--- src/design/cagn_pkg.sv ---
// Shared types, constants and helpers for the class-aware greedy NMS block.
// Used by the top, config and overlap files; depends on nothing.
`default_nettype none

package cagn_pkg;

  localparam int MAX_KEPT_DEF   = 64;
  localparam int CAND_DEPTH_DEF = 320;
  localparam int STORE_FACTOR   = 5;

  // Counter widths sized for the largest legal parameter values.
  localparam int LIMIT_W = 7;
  localparam int CNT_W   = 9;
  localparam int PADDR_W = 4;

  localparam logic [1:0] REG_SCORE_THR   = 2'd0;
  localparam logic [1:0] REG_OVERLAP_THR = 2'd1;
  localparam logic [1:0] REG_MAX_DET     = 2'd2;

  localparam logic [15:0] SCORE_THR_RST   = 16'd16384;
  localparam logic [15:0] OVERLAP_THR_RST = 16'd29491;
  localparam logic [6:0]  MAX_DET_RST     = 7'd64;

  typedef struct packed {
    logic signed [15:0] bottom;
    logic signed [15:0] right;
    logic signed [15:0] top;
    logic signed [15:0] left;
  } box_t;

  typedef struct packed {
    logic        supp;
    logic [15:0] score;
    logic [7:0]  cls;
    box_t        box;
  } cand_t;

  typedef struct packed {
    logic signed [15:0] center_x;
    logic signed [15:0] center_y;
    logic [15:0]        box_width;
    logic [15:0]        box_height;
    logic [15:0]        score;
    logic [7:0]         class_id;
    logic               frame_end;
  } in_item_t;

  typedef struct packed {
    logic signed [15:0] left;
    logic signed [15:0] top;
    logic signed [15:0] right;
    logic signed [15:0] bottom;
    logic [15:0]        kept_score;
    logic [7:0]         kept_class;
    logic               empty_frame;
    logic               last_result;
  } out_item_t;

  typedef struct packed {
    logic [15:0]        score_thr;
    logic [15:0]        overlap_thr;
    logic [LIMIT_W-1:0] limit;
    logic [CNT_W-1:0]   cap;
  } cfg_t;

  function automatic logic signed [15:0] sat16(input logic signed [17:0] v);
    logic signed [15:0] r;
    if (v > 18'sd32767) begin
      r = 16'sh7fff;
    end else if (v < -18'sd32768) begin
      r = 16'sh8000;
    end else begin
      r = v[15:0];
    end
    return r;
  endfunction

endpackage

`default_nettype wire

--- src/design/cagn_iou.sv ---
// Four-stage overlap test: intersection * 2^16 > threshold * union, with a
// strictly positive intersection required. Depends on cagn_pkg.
`default_nettype none

module cagn_iou
  import cagn_pkg::*;
(
  input  wire logic        clk,
  input  wire logic        rst,
  input  wire logic        start,
  input  wire box_t        a,
  input  wire logic [31:0] area_a,
  input  wire box_t        b,
  input  wire logic [15:0] thr,
  output      logic        done,
  output      logic        hit
);

  logic signed [15:0] ix1, iy1, ix2, iy2;
  logic signed [16:0] dx, dy, bw, bh;
  logic        v1, v2, v3, v4;
  logic        pos1, pos2, pos3, pos4;
  logic [15:0] dx1, dy1, bw1, bh1;
  logic [31:0] inter2, areab2, inter3, inter4;
  logic [32:0] uni3;
  logic [48:0] prod4;

  always_comb begin
    ix1 = (a.left > b.left)     ? a.left   : b.left;
    iy1 = (a.top > b.top)       ? a.top    : b.top;
    ix2 = (a.right < b.right)   ? a.right  : b.right;
    iy2 = (a.bottom < b.bottom) ? a.bottom : b.bottom;
    dx  = {ix2[15], ix2} - {ix1[15], ix1};
    dy  = {iy2[15], iy2} - {iy1[15], iy1};
    bw  = {b.right[15], b.right} - {b.left[15], b.left};
    bh  = {b.bottom[15], b.bottom} - {b.top[15], b.top};
  end

  always_ff @(posedge clk) begin
    if (rst) begin
      v1 <= 1'b0;
      v2 <= 1'b0;
      v3 <= 1'b0;
      v4 <= 1'b0;
    end else begin
      v1 <= start;
      v2 <= v1;
      v3 <= v2;
      v4 <= v3;
    end
  end

  always_ff @(posedge clk) begin
    pos1   <= (dx > 17'sd0) && (dy > 17'sd0);
    dx1    <= dx[15:0];
    dy1    <= dy[15:0];
    bw1    <= bw[15:0];
    bh1    <= bh[15:0];
    pos2   <= pos1;
    inter2 <= dx1 * dy1;
    areab2 <= bw1 * bh1;
    pos3   <= pos2;
    inter3 <= inter2;
    uni3   <= {1'b0, area_a} + {1'b0, areab2} - {1'b0, inter2};
    pos4   <= pos3;
    inter4 <= inter3;
    prod4  <= thr * uni3;
  end

  assign done = v4;
  assign hit  = pos4 && ({1'b0, inter4, 16'd0} > prod4);

endmodule

`default_nettype wire
--- config.mk ---
export PLATFORM = sky130hd
export DESIGN_NAME = cagn_iou
export DESIGN_NICKNAME = d
export VERILOG_FILES = /design/src/design/cagn_pkg.sv /design/src/design/cagn_iou.sv
export SDC_FILE = /design/constraint.sdc
export NUM_CORES = 2
export LEC_CHECK = 0
export BUFFER_PORTS_ARGS = -buffer_cell sky130_fd_sc_hd__buf_2
export CORE_MARGIN = 8
export CORE_UTILIZATION = 59
export DETAILED_ROUTE_END_ITERATION = 10
export HOLD_SLACK_MARGIN = 0.1
export PLACE_DENSITY = 0.8
export SLEW_MARGIN = 5
export SYNTH_ARGS = -nofsm -noshare
export SYNTH_HDL_FRONTEND = slang
export SYNTH_SLANG_ARGS = --single-unit
--- constraint.sdc ---
create_clock -name clk -period 6.2 [get_ports clk]
set_input_delay 0.31 -clock clk [delete_from_list [all_inputs] [get_ports clk]]
set_output_delay 0.31 -clock clk [all_outputs]
set_load 0.02 [all_outputs]
==> results.cfg <==
[yosys]
synth_edf_count = 0
synth_cell_types = 74
synth_common_cells = inv_1, fa_1, nand2_1, ha_1, and2_1
ys_seq_elements = 282
synthCells = 5404
avgSynthCellArea_um2 = 8.87
ys_warn_count = 0
ys_seq_area_frac = 0.118
syn-num-nets = 6957
synth.top_cell.area_share = 0.357
synth_top_cell_by_area = fa_1
ys.flop_type = dfxtp_1
synth.area.top_cells = fa_1, ha_1, dfxtp_1
syn-cell-area_mm2 = 0.0480
yosysMostFrequentCell = inv_1
async_reset_ff_frac = 0

[layout]
finalNetCount = 7322
multiInputGateArea_mm2 = 0.0375
fillCellCount = 6113
final_area_mm2 = 0.0538
regArea_mm2 = 0.00578
syn2layout_area_growth_pct = 12.3
drive_gt1_frac = 0.126

[route]
drcViolationCount = 0
drt-initial-drc-count = 2530
ant_nets = 0
firstDrtPassIters = 6
finalWirelength_mm = 124
vias_per_cell = 5.55
num_vias = 38000
wl_per_cell_um = 18.1

[worst_setup_path]
cpPeakStageDelay_ns = 0.55
cp_max_fo = 8
crit_top_cell = fa_1
critPathLaunchType = flip-flop
required_ns = 6.63
critPathKind = flip-flop to flip-flop
cp_slowest_cell = fa_1
r2r_cells = 24
critPathArrivalTime_ns = 6.61
crit_chain = buf_6 -> nand2_1 -> fa_1 -> inv_1 -> fa_1 -> inv_1 -> fa_1 -> inv_1 -> fa_1 -> inv_1 -> fa_1 -> inv_1 -> fa_1 -> ha_4 -> nand4_1 -> nor2_1 -> a32oi_2 -> a21oi_2 -> a41oi_2 -> buf_4 -> o21ai_1 -> buf_4 -> nor4b_2 -> a211o_1
endpoint_kind = flip-flop

[placed_design]
placed_area_mm2 = 0.0520
hpwl_mm = 106
port-buffer-count = 180
globalplace.congestion = 0.964

[timing]
setup_viol_count_final = 0
fin_crit_ns = 6.18
rsz0062_at_grt = yes
drv_slew = 0
fin_skew_ns = 0.0326
worst_slew_pin_slew_ns = 1.01
max_freq_mhz = 162
slew-limit-headroom = 0.322
finalHoldViolCount = 0
period_share = 0.997
tns_ns = 0

[floorplanning]
ios = 181
die_area_mm2 = 0.0907
start_util = 0.595
core_mm2 = 0.0805
core.rowCount = 104
die_h_um = 301
die_x_um = 301

[hold_path]
hp-class = input port to flip-flop
min_path_cells = 3

[run]
maxCapViolCount = 0

[clock_tree]
cts-root-buf = clkbuf_16
clk_pin_slew_ns = 0.07
cts.sinks = 282
cts_made_buffers = 34
cts_tree = built
h-tree-depth = 2
clk_latency_ns = 0.56
ctsLongestPathBuffers = 3

[global_route]
grt_usage = 0.276
grt_max_degree = 34
grt_pass1_vias = 41000
antenna_found_initial = 5
grt_overflow_total = 0
grt_pass1_wl_mm = 205

[status]
status = completed
-- sequential cells by signal (all words and copies together), names as in the netlist, 32 cells and up --
name	count
inter2	32
inter4	32
prod4	49
uni3	33
inter3	32
areab2	32
-- layout make-up --
| cell class | count | share of cell area |
|---|---|---|
| clock buffer | 41 | 0.0169 |
| multi-input combinational | 3739 | 0.697 |
| antenna | 7 | 0.000325 |
| timing repair buffer | 502 | 0.0659 |
| tap | 1060 | 0.0246 |
| clock inverter | 17 | 0.00316 |
| inverter | 1210 | 0.0844 |
| sequential | 282 | 0.107 |
-- through the flow --
stage               cells  utilization  setup slack [ns]  hold WS [ns]
CTS                  6840        0.660          0.000166         0.123
floorplan            5404            -            0.0536         0.310
global route         6851        0.668            -0.151         0.159
global placement     6776        0.645            -0.162         0.310
finish               6858        0.668            0.0184         0.139
detailed placement   6776        0.645            -0.308         0.312
-- what timing repair did --
action | CTS | global route
endpoints found under the hold margin | 7 | 0
pin swaps | 6 | 64
gates resized for setup | 29 | 170
endpoints found under the setup margin | 19 | 32
buffers inserted | 0 | 11
hold buffers | 6 | 0
-- worst paths after layout --
kind | from | end | slack, ns
setup / recovery | bh1[4] | areab2[28] | 0.02
hold / removal | b[34] | bw1[2] | 0.14
setup reg to reg | bh1[4] | areab2[28] | 0.02
hold reg to reg | inter3[20] | inter4[20] | 0.32
-- critical path: cells and delay by family, from the launching register on --
kind	cells	cell delay, ns
simple gates	4	0.46
buf+inv	8	0.79
flops	1	0.38
fa+ha+maj	7	3.37
compound gates	5	1.04
-- per-layer routing --
metal	up-vias	part of all wire	track usage
met1	18800	0.39	0.333
met4	2	0.045	0.106
li1	17400	-	-
met3	340	0.069	0.0445
met5	-	0.00010	0
met2	1490	0.50	0.493
-- cell families (layout without fill, tap and decap cells) --
group                      after synthesis  after routing  synth area share
other                                    0              7                 0
xor gates and xnor gates               152            152            0.0278
muxes                                   69             69            0.0148
adders and majority gates             1374           1374             0.492
DFF                                    282            282             0.118
and+or+nand+nor                       1514           1514             0.151
buffers and inverters                 1383           1770             0.108
AOI/OAI and AO/OA                      630            630            0.0877
-- cell usage in the layout, fill, tap and decap left out, drive strengths merged, types with 22 or more instances in the layout --
cell    netlist  routed
clkbuf      168      42
nand4        39      39
nor2b        32      32
nand3        30      30
nor2        133     133
nor3         35      35
o21bai       28      28
a221o        22      22
fa          856     856
xor2         46      46
o21ai       110     110
a211oi       22      22
nand2b       27      27
a21o        121     121
buf           5     495
dfxtp       282     282
a21oi       174     174
and2        391     391
mux2i        52      52
ha          518     518
xnor2       106     106
inv        1210    1215
nand2       751     751
Power is not shown: default switching activity piles up to over one toggle a cycle in this logic, so the estimate is an artifact.
