`config.mk`:
```
export PLATFORM = sky130hd
export DESIGN_NAME = cagn_cfg
export DESIGN_NICKNAME = d
export VERILOG_FILES = /design/src/design/cagn_pkg.sv /design/src/design/cagn_cfg.sv
export SDC_FILE = /design/constraint.sdc
export NUM_CORES = 1
export LEC_CHECK = 0
export BUFFER_PORTS_ARGS = -buffer_cell sky130_fd_sc_hd__buf_2
export CAP_MARGIN = 30
export CORE_MARGIN = 2
export CORE_UTILIZATION = 48
export DETAILED_ROUTE_END_ITERATION = 16
export PLACE_DENSITY = 0.85
export SLEW_MARGIN = 40
export SYNTH_ARGS = -nofsm -noshare
export SYNTH_HDL_FRONTEND = slang
export SYNTH_SLANG_ARGS = --single-unit
export TNS_END_PERCENT = 1
```
`constraint.sdc`:
```
create_clock -name clk -period 4.6 [get_ports clk]
set_clock_uncertainty 0.15 [all_clocks]
set_input_delay 0.92 -clock clk [delete_from_list [all_inputs] [get_ports clk]]
set_output_delay 0.92 -clock clk [all_outputs]
set_load 0.02 [all_outputs]
```
`src/design/cagn_pkg.sv`:
```
// Shared types, constants and helpers for the class-aware greedy NMS block.
// Used by the top, config and overlap files; depends on nothing.
`default_nettype none

package cagn_pkg;

  localparam int MAX_KEPT_DEF   = 64;
  localparam int CAND_DEPTH_DEF = 320;
  localparam int STORE_FACTOR   = 5;

  // Counter widths sized for the largest legal parameter values.
  localparam int LIMIT_W = 7;
  localparam int CNT_W   = 9;
  localparam int PADDR_W = 4;

  localparam logic [1:0] REG_SCORE_THR   = 2'd0;
  localparam logic [1:0] REG_OVERLAP_THR = 2'd1;
  localparam logic [1:0] REG_MAX_DET     = 2'd2;

  localparam logic [15:0] SCORE_THR_RST   = 16'd16384;
  localparam logic [15:0] OVERLAP_THR_RST = 16'd29491;
  localparam logic [6:0]  MAX_DET_RST     = 7'd64;

  typedef struct packed {
    logic signed [15:0] bottom;
    logic signed [15:0] right;
    logic signed [15:0] top;
    logic signed [15:0] left;
  } box_t;

  typedef struct packed {
    logic        supp;
    logic [15:0] score;
    logic [7:0]  cls;
    box_t        box;
  } cand_t;

  typedef struct packed {
    logic signed [15:0] center_x;
    logic signed [15:0] center_y;
    logic [15:0]        box_width;
    logic [15:0]        box_height;
    logic [15:0]        score;
    logic [7:0]         class_id;
    logic               frame_end;
  } in_item_t;

  typedef struct packed {
    logic signed [15:0] left;
    logic signed [15:0] top;
    logic signed [15:0] right;
    logic signed [15:0] bottom;
    logic [15:0]        kept_score;
    logic [7:0]         kept_class;
    logic               empty_frame;
    logic               last_result;
  } out_item_t;

  typedef struct packed {
    logic [15:0]        score_thr;
    logic [15:0]        overlap_thr;
    logic [LIMIT_W-1:0] limit;
    logic [CNT_W-1:0]   cap;
  } cfg_t;

  function automatic logic signed [15:0] sat16(input logic signed [17:0] v);
    logic signed [15:0] r;
    if (v > 18'sd32767) begin
      r = 16'sh7fff;
    end else if (v < -18'sd32768) begin
      r = 16'sh8000;
    end else begin
      r = v[15:0];
    end
    return r;
  endfunction

endpackage

`default_nettype wire

```
`src/design/cagn_cfg.sv`:
```
// APB-style register file for thresholds and the detection limit, plus the
// derived limit and store capacity. Depends on cagn_pkg.
`default_nettype none

module cagn_cfg
  import cagn_pkg::*;
#(
  parameter int MAX_KEPT   = MAX_KEPT_DEF,
  parameter int CAND_DEPTH = CAND_DEPTH_DEF
) (
  input  wire logic               clk,
  input  wire logic               rst,
  input  wire logic               psel,
  input  wire logic               penable,
  input  wire logic               pwrite,
  input  wire logic [PADDR_W-1:0] paddr,
  input  wire logic [31:0]        pwdata,
  output      logic [31:0]        prdata,
  output      logic               pready,
  output      cfg_t               cfg
);

  logic [15:0]      score_thr;
  logic [15:0]      overlap_thr;
  logic [6:0]       max_det;
  logic [1:0]       reg_idx;
  logic [LIMIT_W-1:0] lim;
  logic [CNT_W+2:0] cap_full;

  assign pready  = 1'b1;
  assign reg_idx = paddr[PADDR_W-1:2];

  always_ff @(posedge clk) begin
    if (rst) begin
      score_thr   <= SCORE_THR_RST;
      overlap_thr <= OVERLAP_THR_RST;
      max_det     <= MAX_DET_RST;
    end else if (psel && penable && pwrite && pready) begin
      case (reg_idx)
        REG_SCORE_THR:   score_thr   <= pwdata[15:0];
        REG_OVERLAP_THR: overlap_thr <= pwdata[15:0];
        REG_MAX_DET:     max_det     <= pwdata[6:0];
        default:         ;
      endcase
    end
  end

  always_comb begin
    case (reg_idx)
      REG_SCORE_THR:   prdata = {16'd0, score_thr};
      REG_OVERLAP_THR: prdata = {16'd0, overlap_thr};
      REG_MAX_DET:     prdata = {25'd0, max_det};
      default:         prdata = 32'd0;
    endcase
  end

  always_comb begin
    if (max_det == 7'd0) begin
      lim = LIMIT_W'(1);
    end else if (int'(max_det) > MAX_KEPT) begin
      lim = LIMIT_W'(MAX_KEPT);
    end else begin
      lim = LIMIT_W'(max_det);
    end
    cap_full = (CNT_W+3)'(lim) * (CNT_W+3)'(STORE_FACTOR);
    cfg.score_thr   = score_thr;
    cfg.overlap_thr = overlap_thr;
    cfg.limit       = lim;
    if (int'(cap_full) > CAND_DEPTH) begin
      cfg.cap = CNT_W'(CAND_DEPTH);
    end else begin
      cfg.cap = cap_full[CNT_W-1:0];
    end
  end

endmodule

`default_nettype wire

```
==> impl_metrics.toml <==
[status]
status = "finished, final reports clean"

[setup_path]
cpLargestDelayFamily = "adder cells"
worst_ep_arrival_time_ps = 3050
endpoint_kind = "output pin"
startpoint_type = "flop"
cp_slowest_cell = "dfxtp_1"
critPathMaxStageDelay_ps = 640
crit_path_max_fanout = 14
critPathRequiredTime_ps = 3530
crit_chain = "nor2b_1 -> ha_1 -> ha_1 -> inv_1 -> fa_1 -> nand2b_1 -> a21oi_2 -> xor2_2 -> nand2_1 -> a21bo_1 -> buf_2"
path_buf_inv = 2
r2r_slack_ps = 3370
path_common_cell = "ha_1"
crit_type = "reg -> out"

[yosys]
ys.flop_type = "dfxtp_1"
ys_seq_area_share_pct = 34.32
synth_edf_count = 0
synth_most_common_cell = "nand2_1"
synth_warnings = 0
async_reset_ff_share_pct = 0
syn_inst = 279
synth.area.top_cells = "dfxtp_1, nand2_1, mux2i_1"
yosys.area.top_type = "dfxtp_1"
yosys_register_bits = 39
synth_common_cells = "nand2_1, dfxtp_1, nor2_1"
netlist_area_sq_mm = 0.002275
synth.avg_cell_area_sq_um = 8.153
netlist.area_leader.share_pct = 34.32
ys_types = 37

[sta]
setup_viol = 0
period_needed_ps = 4119
hold_viol_final = 0
rsz0062_at_grt = "no"
tightestPinTransition_ps = 730.9
fin_crit_sh_pct = 89.54
setup_slack_ps = 481.2
fmax_mhz = 242.8
finalSetupTns_ps = 0
timing.hold.ws_ps = 322.0
drv_slew = 0
slew_headroom_pct = 51.06

[die]
dieArea_sq_mm = 0.005306
die_y_microns = 72.84
core_sq_mm = 0.004661
die_x_microns = 72.84
core.rowCount = 25
ios = 122
start_util_pct = 48.81

[layout]
layout-drive-gt1-share_pct = 29.66
area_growth_pct = 19.36
final_nets = 404
antennaDiodeCount = 0
num-fill-cells = 435
design_area_sq_mm = 0.002715

[clock_network]
cts_hold_buf = 0
clkTransAtPathRegs_ps = 70
cts_setup_buffers = 0
cts_tree = "done"
clock-root-buffer = "clkbuf_8"
htree_levels = 2
clkSinkCount = 39
cts-buffers-inserted = 5
cts_resized = 0
clock_latency_ps = 290
cts_buffer_depth = 2

[routing]
drt.antenna.violating_nets = 0
drc = 0
wl_microns = 5246
wl_per_cell_microns = 12.86
dr.first_iter.drc_count = 138
dr.pass1.iters = 4
vias = 2050
avgViaCountPerCell = 5.025

[placement]
placed_area_sq_mm = 0.002582
io_buffers = 86
dp_hpwl_microns = 3795
pre_cts_ws_ps = 775.3
globalplace.congestion = 0.8251

[power_and_ir_drop]
p_leak_nw = 1.300
vdd_drop_max_v = 0.0001701
p_per_area_mw_per_mm2 = 284.9

[global_routing]
antenna_found_initial = 0
grt_max_degree = 40
grtUsageTotal_pct = 19.66
grt_pass1_wl_microns = 8190
grt-ovfl-total = 0
grt_pass1_vias = 1810

[worst_hold_path]
worstHoldPathType = "reg -> reg"

[job]
drv_cap = 0
-- metrics by stage --
step	util [%]	instances	power, W
finish	58.26	408	0.0007734
global placement	55.41	400	0.0004454
global route	58.26	408	0.0008060
floorplan	-	294	0.0004306
detailed placement	55.41	400	0.0004467
CTS	58.26	408	0.0007802
-- cell families (layout without fill, tap and decap cells) --
kind of cell,after synthesis,after routing,synth area share [%]
and+or+nand+nor,128,128,26.24
DFF,39,39,34.32
AOI/OAI and AO/OA,37,37,10.07
buffers and inverters,37,97,11.33
muxes,22,22,9.681
adders and majority gates,10,10,5.831
xor gates and xnor gates,4,4,2.200
other,2,17,0.3302
-- cell type report --
cell class              instances  area (sq um)  share of cell area (%)
clock buffers                   6         72.57                   2.673
clock inverters                 2         60.06                   2.212
inverters                       3         11.26                  0.4147
multi-input cells             218          1292                   47.60
flip-flops and latches         39         780.7                   28.76
well taps                      54         67.56                   2.488
repair buffers                 86         430.4                   15.85
-- routing by layer --
| layer | vias up | GRT usage (%) | share of wire (%) |
|---|---|---|---|
| li1 | 1026 | - | - |
| met1 | 942 | 23.52 | 41 |
| met2 | 74 | 34.04 | 51 |
| met3 | 8 | 4.420 | 5.7 |
| met4 | 0 | 7.819 | 1.8 |
| met5 | - | 0 | 0 |
-- where the power goes --
group          total (W)  internal, W  switching (W)  leakage (nW)
combinational  0.0000916    0.0000290      0.0000625         0.919
sequential      0.000347     0.000343     0.00000470         0.315
clock           0.000335     0.000217       0.000118        0.0654
total           0.000773     0.000588       0.000185          1.30
-- flip-flops by register name, indices dropped and copies added (netlist names) --
name         count
score_thr       16
overlap_thr     16
max_det          7
-- final timing paths --
kind | from | cells after the start | endpoint
max | max_det[6]$_SDFFE_PP1P_ | 11 | cfg[6]
min | score_thr[8]$_SDFFE_PP0P_ | 2 | score_thr[8]$_SDFFE_PP0P_
max reg2reg | max_det[6]$_SDFFE_PP1P_ | 2 | max_det[6]$_SDFFE_PP1P_
min reg2reg | score_thr[8]$_SDFFE_PP0P_ | 2 | score_thr[8]$_SDFFE_PP0P_
-- layout by cell type, fill, tap and decap left out, drive strengths merged --
| cell type | instances |
|---|---|
| dfxtp | 39 |
| and2 | 1 |
| nor2b | 10 |
| a21boi | 1 |
| and3 | 1 |
| buf | 86 |
| nor2 | 25 |
| xor2 | 3 |
| o21ai | 8 |
| nand2 | 73 |
| mux2i | 22 |
| fa | 1 |
| nand3b | 10 |
| conb | 17 |
| nor3b | 1 |
| or3 | 1 |
| a21oi | 25 |
| ha | 9 |
| a21bo | 1 |
| nand3 | 1 |
| nor3 | 4 |
| xnor2 | 1 |
| inv | 3 |
| a21o | 1 |
| a211o | 1 |
| clkbuf | 6 |
| bufinv | 2 |
| nand2b | 1 |
-- worst min-delay path: stages, from the launching register on --
cell and delay [ps]:
dfxtp_1 320, nand2_1 50, a21oi_1 50
(Power assumes the default switching activity.)
