**config.mk**
```make
export PLATFORM = sky130hd
export DESIGN_NAME = cagn_ram
export DESIGN_NICKNAME = d
export VERILOG_FILES = /design/src/design/cagn_ram.sv
export SDC_FILE = /design/constraint.sdc
export NUM_CORES = 1
export LEC_CHECK = 0
export BUFFER_PORTS_ARGS = -buffer_cell sky130_fd_sc_hd__buf_2
export CAP_MARGIN = 5
export CORE_MARGIN = 10
export CORE_UTILIZATION = 30
export CTS_CLUSTER_SIZE = 20
export DETAILED_ROUTE_END_ITERATION = 10
export PLACE_DENSITY = 0.49
export SYNTH_ARGS = -nofsm -noshare
export SYNTH_HDL_FRONTEND = slang
export SYNTH_SLANG_ARGS = --single-unit
```
**constraint.sdc**
```tcl
create_clock -name clk -period 2.3 [get_ports clk]
set_input_delay 0.115 -clock clk [delete_from_list [all_inputs] [get_ports clk]]
set_output_delay 0.115 -clock clk [all_outputs]
set_load 0.03 [all_outputs]
```
**src/design/cagn_ram.sv**
```systemverilog
// Generic single-clock RAM: one write port, one read port with registered data.
// Depends on nothing.
`default_nettype none

module cagn_ram #(
  parameter int WIDTH = 8,
  parameter int DEPTH = 16
) (
  input  wire logic                     clk,
  input  wire logic                     we,
  input  wire logic [$clog2(DEPTH)-1:0] waddr,
  input  wire logic [WIDTH-1:0]         wdata,
  input  wire logic                     re,
  input  wire logic [$clog2(DEPTH)-1:0] raddr,
  output      logic [WIDTH-1:0]         rdata
);

  logic [WIDTH-1:0] mem [DEPTH];

  always_ff @(posedge clk) begin
    if (we) begin
      mem[waddr] <= wdata;
    end
    if (re) begin
      rdata <= mem[raddr];
    end
  end

endmodule

`default_nettype wire

```
==> results of run 1 <==
[worst reg2reg max path, delay by kind of cell, from the launching register on]
| kind | cells | cell delay [ns] |
|---|---|---|
| compound gates | 1 | 0.24 |
| simple gates | 1 | 0.12 |
| mux | 1 | 0.50 |
| flops | 1 | 0.36 |
[worst max-delay path by stage]
stage               from        end  slack (ns)  cells past startpoint
2_1_floorplan   waddr[2]  mem[0][0]        0.69                      2
3_3_place_gp    raddr[0]   rdata[0]        0.48                      5
3_5_place_dp    raddr[0]   rdata[0]        0.50                      5
4_1_cts        mem[2][0]   rdata[0]        0.80                      3
5_1_grt        mem[9][4]   rdata[4]        0.74                      3
6_report       mem[2][0]   rdata[0]        0.82                      3
[logic make-up (layout without fill, tap and decap cells)]
group	count (synthesis)	count (layout)	synth area share [%]
AND/OR/NAND/NOR	35	35	3.14
AO/OA/AOI/OAI	16	16	2.30
flip-flops	136	136	78.1
multiplexers	32	32	14.8
buffers and inverters	10	76	1.65
[synth_stat cells]
| library cell | number | area share [%] |
|---|---|---|
| nor2b_1 | 1 | 0.12 |
| nand2_1 | 9 | 0.65 |
| buf_4 | 1 | 0.14 |
| nand3_1 | 1 | 0.096 |
| clkdlybuf4s25_2 | 3 | 0.57 |
| mux4_1 | 14 | 7.0 |
| mux4_2 | 18 | 7.8 |
| or3b_2 | 1 | 0.17 |
| nor3_1 | 4 | 0.38 |
| buf_2 | 3 | 0.29 |
| and2_1 | 1 | 0.12 |
| nand2b_1 | 2 | 0.24 |
| nor2_1 | 13 | 0.93 |
| buf_6 | 3 | 0.65 |
| and2b_1 | 1 | 0.14 |
| a22oi_1 | 16 | 2.3 |
| edfxtp_1 | 136 | 78 |
| nand3b_1 | 2 | 0.29 |
[metrics by stage]
step	utilization [%]	cells	hold slack (ns)
finish	36.3	520	0.0940
global route	36.3	520	0.0782
CTS	36.3	520	0.0815
detailed placement	33.3	490	0.512
global placement	33.3	490	0.499
floorplan	-	229	0.214
[cell type report]
type | instances | share of cell area (%)
multi-input combinational | 83 | 17.0
sequential | 136 | 65.6
clock inverter | 8 | 0.924
timing repair buffer | 46 | 4.90
clock buffer | 22 | 7.13
tap | 225 | 4.52
[report_power, final]
part	switching [mW]	total (mW)	internal (mW)	leakage, nW
logic	0.168	0.278	0.110	0.588
clock network	0.860	2.30	1.44	0.243
registers	0.0148	2.81	2.80	1.24
[flip-flops by register name, indices dropped and copies added, names as in the netlist]
name	count
mem	128
rdata	8
[routing by layer]
metal / vias to the layer above / track usage, % / part of all wire, %
met3: 12 / 3.70 / 6.8
met5: - / 0 / 0.21
met1: 1276 / 12.3 / 45
li1: 1086 / - / -
met4: 4 / 3.44 / 0.88
met2: 63 / 14.1 / 47
==> metrics.cfg, run 1 <==
[status]
status=completed

[timing]
setup_viol=0
rsz0062_at_grt=false
skew_ns=0.00639
slew_viol_final=0
timing.final.ws_setup_ns=0.820
relSlewSlack_pct=67.5
fin_crit_sh_pct=64.3
fmax_mhz=676
tightest_slew_ns=0.488
fin_crit_ns=1.48
setup_tns_ns=0
hold_violations=0

[worst_setup_path]
crit_chain=mux4_1, a22oi_1, nand2_1
cpLargestDelayFamily=multiplexers
start_kind=flip-flop
reg2regPathDepth=3
crit-reg2reg-launch=mem[2][0]
cp_num_buf_inv=0
critPathMaxStageDelay_ns=0.50
reg2reg_setup_slack_ns=0.82
arrival_ns=1.62
required_ns=2.44
worstPathMaxFanout=1
end_kind=flip-flop
r2r-end=rdata[0]
critical_path_class=reg2reg
crit_slowest_cell=mux4_1

[global_routing]
grt_max_degree=33
antenna_found_initial=2
grt_pass1_vias=2594
grt_first_pass_wirelength_um=16300
grt_use_total_pct=9.48
grt_overflow=0

[synth]
seq_area_frac_synth_pct=78.1
synth_area_um2=5230
avgSynthCellArea_um2=22.8
syn_nets=248
synthCells=229
synth_cell_types=18
synth-seq-cells=136
yosysWarningCount=0

[detailed_routing]
drt_wl_total_um=10600
wl_per_cell_um=20.4
firstDrtPassIters=4
ant_nets=0
viasPerCell=4.69
num_vias=2441
drt_iter0_drc=154
drc_errors=0

[floorplanning]
core_um2=17200
io_pins=27
die_x_um=152
start_util_pct=30.4
dieArea_um2=23100
die_y_um=152
rows=48

[placement]
dpl_worst_slack_ns=0.501
dpl_cell_area_um2=5730
hpwl_um=6850
routabilityCongestion=0.707
io_buffers=26

[finish]
fillerInstances=1620
final_nets=303
multiInputGateArea_um2=1060
drive_above_1_share_pct=28.5
fin_area_um2=6230
final-seq-area_um2=4080
area_delta_synth_final_pct=19.2
n_antenna_cell=0
final_common_cell=edfxtp_1
final_cell_mix=136 x edfxtp_1, 26 x buf_2, 18 x mux4_2, 18 x buf_4, 17 x clkbuf_16

[hold_path]
worstHoldPathType=in2reg
min_path_cells=1
hold_start=re
min_to=rdata[3]

[power]
leakage_nw=2.07
p_total_mw=5.39
p_per_area_nw_per_um2=866
ir_drop_mv=0.494

[clock_network]
clk_latency_ns=0.40
cts_root_buf=clkbuf_16
cts.clk_slew.worst_paths_ns=0.05
cts_resized=0
cts_buffer_depth=2
cts_tree=done
numCtsBuffers=17
hold_buffers=0
clkSinkCount=136
post_cts_buffers=0
h-tree-depth=4

[flow_run]
cap_viol_max_count=0

Power figures use the tool's default switching activity.
==> run 2: changes to the inputs <==
Clock period 2.3 ns to 1.47 ns, I/O delays scaled along.
==> run 2 against run 1 <==
Net effect:
- the run now ends with setup timing left
- clock power rose by 97%
- final cell count is 0.96% higher
- worst setup slack got worse by 0.84 ns
- combinational power rose by 75%
- clock skew is 0.0070 ns higher
- wire length increased by 6.7%
- worst hold slack worse by 0.076 ns
- highest routed layer is now met4
==> metrics.cfg, run 2 (synthesis gave the netlist of run 1 again) <==
[clock_network]
cts_tree=done  ; unchanged
h-tree-depth=4  ; unchanged
numCtsBuffers=17  ; unchanged
clk_latency_ns=0.42  ; was 0.40 ns
post_cts_buffers=0  ; unchanged
cts.clk_slew.worst_paths_ns=0.06  ; was 0.05 ns
clkSinkCount=136  ; unchanged
cts_buffer_depth=2  ; unchanged
hold_buffers=0  ; unchanged
cts_root_buf=clkbuf_16  ; unchanged

[detailed_routing]
drt_wl_total_um=11300  ; was 10,600 um
drc_errors=0  ; unchanged
ant_nets=0  ; unchanged
drt_iter0_drc=261  ; was 154
wl_per_cell_um=21.6  ; was 20.4 um
viasPerCell=4.63  ; was 4.69
num_vias=2430  ; was 2,441
firstDrtPassIters=4  ; unchanged

[global_routing]
antenna_found_initial=0  ; was 2
grt_use_total_pct=10.1  ; was 9.48%
grt_overflow=0  ; unchanged
grt_pass1_vias=2664  ; was 2,594
grt_max_degree=23  ; was 33
grt_first_pass_wirelength_um=17100  ; was 16,300 um

[finish]
n_antenna_cell=0  ; unchanged
top_regs=mem (128), rdata (8)  ; unchanged
area_delta_synth_final_pct=22.6  ; was 19.2%
final_nets=306  ; was 303
top_register=mem  ; unchanged
fillerInstances=1624  ; was 1,620
final_cell_mix=136 x edfxtp_1, 26 x buf_2, 25 x mux4_2, 20 x buf_4, 17 x clkbuf_16  ; was 136 x edfxtp_1, 26 x buf_2, 18 x mux4_2, 18 x buf_4, 17 x clkbuf_16
final_common_cell=edfxtp_1  ; unchanged
drive_above_1_share_pct=37.0  ; was 28.5%
largest_reg_flops=128  ; unchanged

[worst_setup_path]
crit_chain=mux4_1, a22oi_1, nand2_1  ; unchanged
reg2reg_setup_slack_ns=-0.02  ; was 0.82 ns
critPathMaxStageDelay_ns=0.50  ; about the same
arrival_ns=1.62  ; about the same
required_ns=1.60  ; was 2.44 ns
crit_slowest_cell=mux4_1  ; unchanged
worstPathMaxFanout=1  ; unchanged
critical_path_class=reg2reg  ; unchanged
end_kind=flip-flop  ; unchanged
start_kind=flip-flop  ; unchanged

[timing]
skew_ns=0.0134  ; was 0.00639 ns
setup_viol=2  ; was 0
setup_tns_ns=-0.0248  ; was 0 ns
fin_crit_ns=1.49  ; was 1.48 ns
relSlewSlack_pct=45.3  ; was 67.5%
fin_crit_sh_pct=101  ; was 64.3%
slew_viol_final=0  ; unchanged
rsz0062_at_grt=true  ; was false
whs_ns=0.0181  ; was 0.0940 ns
hold_violations=0  ; unchanged
fmax_mhz=673  ; was 676 MHz
tightest_slew_ns=0.819  ; was 0.488 ns
timing.final.ws_setup_ns=-0.0160  ; was 0.820 ns

[floorplanning]
start_util_pct=30.4  ; unchanged
core_um2=17200  ; unchanged
die_y_um=152  ; unchanged
rows=48  ; unchanged
die_x_um=152  ; unchanged
dieArea_um2=23100  ; unchanged
io_pins=27  ; unchanged

[status]
violations=setup timing
status=complete, but fails checks  ; was completed

[flow_run]
cap_viol_max_count=0  ; unchanged

[power]
p_per_area_nw_per_um2=1470  ; was 866 nW/um^2
ir_drop_mv=0.911  ; was 0.494 mV
leakage_nw=2.12  ; was 2.07 nW

[placement]
io_buffers=26  ; unchanged
routabilityCongestion=0.721  ; was 0.707
hpwl_um=7350  ; was 6850 um

[hold_path]
worstHoldPathType=in2reg  ; unchanged

[run 2: cell count changes in the layout (fill, tap and decap cells not counted), moves of 3 or more]
cell	before	now
a22oi_1	16	11
bufinv_16	1	5
clkinv_1	6	3
clkinvlp_4	0	3
mux4_1	14	7
clkbuf_1	5	0
a22oi_2	0	5
mux4_2	18	25
[run 2: repair_timing]
action	CTS	global route
cloned	0	0
resized for setup	12	2
hold endpoints to repair	0	0
pin swaps	5	3
setup endpoints to repair	8	8
[run 2: stage by stage]
stage / util, % / power (mW) / setup slack (ns) / area (um^2) / cells
2_1_floorplan: - / 4.73 / 0.114 / 5230 / 229
3_3_place_gp: 33.6 / 4.95 / -0.312 / 5780 / 494
3_5_place_dp: 33.6 / 4.96 / -0.290 / 5780 / 494
4_1_cts: 37.3 / 9.49 / -0.0223 / 6410 / 525
5_1_grt: 37.3 / 9.74 / -0.0701 / 6410 / 525
6_report: 37.3 / 9.40 / -0.0160 / 6410 / 525
[run 2: area by class of cell]
type                            instances  area (um^2)  area share (%)
Clock buffer                           17          425            6.64
Clock inverter                         15          208            3.24
Multi-Input combinational cell         83         1070            16.7
Sequential cell                       136         4080            63.7
Tap cell                              225          282            4.39
Timing Repair Buffer                   49          340            5.31
[run 2: final timing paths]
kind	start	to	depth (start not counted)
setup / recovery	mem[1][1]	rdata[1]	3
hold / removal	re	rdata[6]	1
setup reg to reg	mem[1][1]	rdata[1]	3
hold reg to reg	mem[8][2]	rdata[2]	3
[run 2: layer usage]
| layer | share of wire [%] | vias to the layer above | global-route usage [%] |
|---|---|---|---|
| met5 | 0 | - | 0 |
| li1 | - | 1091 | - |
| met4 | 0.97 | 0 | 3.71 |
| met2 | 45 | 68 | 14.3 |
| met1 | 49 | 1260 | 13.8 |
| met3 | 5.3 | 11 | 3.58 |
[run 2: power by group]
group          switching, mW  total, mW  internal [mW]
Clock                   1.54       4.52           2.98
Combinational          0.295      0.486          0.191
Sequential            0.0199       4.39           4.37
[run 2: critical path, delay by kind of cell, from the launching register on]
| family | cells | cell delay (ns) |
|---|---|---|
| mux | 1 | 0.50 |
| flops | 1 | 0.35 |
| compound gates | 1 | 0.22 |
| simple gates | 1 | 0.14 |
==> run 3: changes to the inputs <==
--- a/config.mk
+++ b/config.mk
@@ -13,3 +13,4 @@
 export DETAILED_ROUTE_END_ITERATION = 10
-export PLACE_DENSITY = 0.49
+export PLACE_DENSITY = 0.45
+export SKIP_LAST_GASP = 1
 export SYNTH_ARGS = -nofsm -noshare
==> constraint.sdc (replaced) <==
create_clock -name clk -period 1.47 [get_ports clk]
set_input_delay 0 -clock clk [delete_from_list [all_inputs] [get_ports clk]]
set_output_delay 0 -clock clk [all_outputs]
set_load 0.03 [all_outputs]
==> run 3 against run 2 <==
Net effect:
- the run now ends clean
- clock-buffer cell count grew 3
- register-to-register slack gained 0.03 ns
- clock power shrank 23%
- non-clock buffer count grew 9
- wire length shrank 0.12%
- core utilization shrank 0.26 points
- design area shrank 0.70%
- die area is the same
- highest routed layer unchanged
==> metrics.cfg, run 3 (synthesis gave the netlist of run 1 again) <==
[status]
status=completed  ; was complete, but fails checks

[worst_setup_path]
required_ns=1.63  ; was 1.60 ns
reg2reg_setup_slack_ns=0.01  ; was -0.02 ns
arrival_ns=1.62  ; about the same
worstPathMaxFanout=1  ; unchanged
critical_path_class=reg2reg  ; unchanged
cpLargestDelayFamily=multiplexers  ; unchanged
crit-reg2reg-launch=mem[6][1]  ; was mem[1][1]
cp_num_buf_inv=0  ; unchanged
end_kind=flip-flop  ; unchanged
crit_chain=mux4_1, a22oi_1, nand2_1  ; unchanged
r2r-end=rdata[1]  ; unchanged
crit_slowest_cell=mux4_1  ; unchanged
critPathMaxStageDelay_ns=0.53  ; was 0.50 ns
start_kind=flip-flop  ; unchanged
reg2regPathDepth=3  ; unchanged

[global_routing]
use_met1_pct=13.9  ; was 13.8%
grt_use_total_pct=10.1  ; about the same
grtUsageMet3_pct=3.78  ; was 3.58%
met2_usage_pct=14.1  ; was 14.3%
grt_first_pass_wirelength_um=17200  ; was 17,100 um
grt_max_degree=18  ; was 23
antenna_found_initial=0  ; unchanged
grt_overflow=0  ; unchanged
top_usage_layer=met2  ; unchanged
grt_pass1_vias=2700  ; was 2,664

[detailed_routing]
firstDrtPassIters=4  ; unchanged
wl_per_cell_um=21.3  ; was 21.6 um
num_vias=2452  ; was 2,430
viasPerCell=4.62  ; was 4.63
ant_nets=0  ; unchanged
drt_iter0_drc=150  ; was 261
drt_wl_total_um=11300  ; about the same
drc_errors=0  ; unchanged

[placement]
routabilityCongestion=0.707  ; was 0.721
dpl_cell_area_um2=5790  ; was 5780 um^2
io_buffers=26  ; unchanged
numPlacedInstances=494  ; unchanged
hpwl_um=7430  ; was 7350 um

[floorplanning]
core_um2=17200  ; unchanged
io_pins=27  ; unchanged
start_util_pct=30.4  ; unchanged
rows=48  ; unchanged
die_x_um=152  ; unchanged
dieArea_um2=23100  ; unchanged
die_y_um=152  ; unchanged

[power]
switching_power_mw=1.72  ; was 1.86 mW
p_int_mw=6.65  ; was 7.54 mW
p_clk_share_pct=41.5  ; was 48.1%
p_total_mw=8.37  ; was 9.40 mW
seqPwrFrac_pct=52.6  ; was 46.7%
leakage_nw=2.11  ; was 2.12 nW
ir_drop_mv=0.739  ; was 0.911 mV
p_per_area_nw_per_um2=1320  ; was 1470 nW/um^2
p_sw_share_pct=20.5  ; was 19.8%
p_comb_share_pct=5.9  ; was 5.2%

[flow_run]
cap_viol_max_count=0  ; unchanged

[finish]
drive_above_1_share_pct=33.0  ; was 37.0%
top_regs=mem (128), rdata (8)  ; unchanged
final_nets=315  ; was 306
final_cells=531  ; was 525
final-seq-area_um2=4080  ; unchanged
n_antenna_cell=0  ; unchanged
fin_area_um2=6360  ; was 6410 um^2
top_register=mem  ; unchanged
final_cell_mix=136 x edfxtp_1, 26 x buf_2, 22 x mux4_2, 20 x buf_4, 17 x clkbuf_16  ; was 136 x edfxtp_1, 26 x buf_2, 25 x mux4_2, 20 x buf_4, 17 x clkbuf_16
final_common_cell=edfxtp_1  ; unchanged
fillerInstances=1622  ; was 1,624
multiInputGateArea_um2=1080  ; was 1070 um^2
area_delta_synth_final_pct=21.7  ; was 22.6%
largest_reg_flops=128  ; unchanged

[timing]
setup_viol=0  ; was 2
tightest_slew_ns=0.873  ; was 0.819 ns
rsz0062_at_grt=true  ; unchanged
slew_viol_final=0  ; unchanged
skew_ns=0.00432  ; was 0.0134 ns
hold_violations=0  ; unchanged
relSlewSlack_pct=41.7  ; was 45.3%
fin_crit_sh_pct=99.2  ; was 101%
fmax_mhz=686  ; was 673 MHz
fin_crit_ns=1.46  ; was 1.49 ns

[clock_network]
cts.clk_slew.worst_paths_ns=0.05  ; was 0.06 ns
h-tree-depth=4  ; unchanged
clkSinkCount=136  ; unchanged
clk_latency_ns=0.41  ; was 0.42 ns
cts_root_buf=clkbuf_16  ; unchanged
cts_tree=done  ; unchanged
numCtsBuffers=17  ; unchanged
post_cts_buffers=0  ; unchanged
cts_buffer_depth=2  ; unchanged

[hold_path]
hold_start=wdata[4]  ; was re
worstHoldPathType=in2reg  ; unchanged
min_path_cells=1  ; unchanged
min_to=mem[6][4]  ; was rdata[6]

==> run 3: metrics by stage <==
stage | utilization, % | setup slack, ns | TNS [ns] | hold slack, ns
floorplan | - | 0.159 | 0 | 0.0989
global placement | 33.7 | -0.136 | -0.818 | 0.392
detailed placement | 33.7 | -0.134 | -0.861 | 0.391
CTS | 37.0 | 0.000000999 | 0 | 0.00152
global route | 37.0 | -0.0180 | -0.0198 | 0.0318
finish | 37.0 | 0.0112 | 0 | 0.0357
==> run 3: per-layer routing <==
layer  wire length (um)  up-vias
met5                  0        -
met4                 76        0
met3                555        6
met2               5170       64
met1               5530     1275
li1                   -     1107
==> run 3: repair_timing <==
item / in CTS / in global routing
pin swaps: 0 / 5
endpoints found under the hold margin: 102 / 1
gates resized for setup: 3 / 8
hold buffers: 7 / 1
endpoints found under the setup margin: 3 / 5
==> run 3: how the worst max path moves through the flow <==
stage / startpoint / end / cells after the start
detailed placement: raddr[0] / rdata[2] / 5
finish: mem[6][1] / rdata[1] / 3
CTS: mem[11][6] / rdata[6] / 3
global route: mem[9][4] / rdata[4] / 3
floorplan: mem[1][0] / rdata[0] / 3
global placement: raddr[0] / rdata[6] / 5
==> run 3: cell type report <==
| type | instances | share of cell area, % |
|---|---|---|
| Sequential cell | 136 | 64.2 |
| Multi-Input combinational cell | 83 | 17.0 |
| Timing Repair Buffer | 58 | 6.92 |
| Clock buffer | 20 | 6.86 |
| Tap cell | 225 | 4.42 |
| Clock inverter | 9 | 0.590 |
==> run 3: worst register-to-register path: stages (launching register included) <==
cell and delay [ns]:
edfxtp_1 0.36, mux4_1 0.53, a22oi_1 0.24, nand2_1 0.08
==> run 3: power by group through the flow <==
stage | logic, mW | clock network (mW) | registers (mW)
CTS | 0.500 | 3.56 | 4.40
global route | 0.538 | 3.75 | 4.40
detailed placement | 0.478 | 0 | 4.47
finish | 0.497 | 3.47 | 4.40
floorplan | 0.221 | 0 | 4.51
global placement | 0.476 | 0 | 4.47
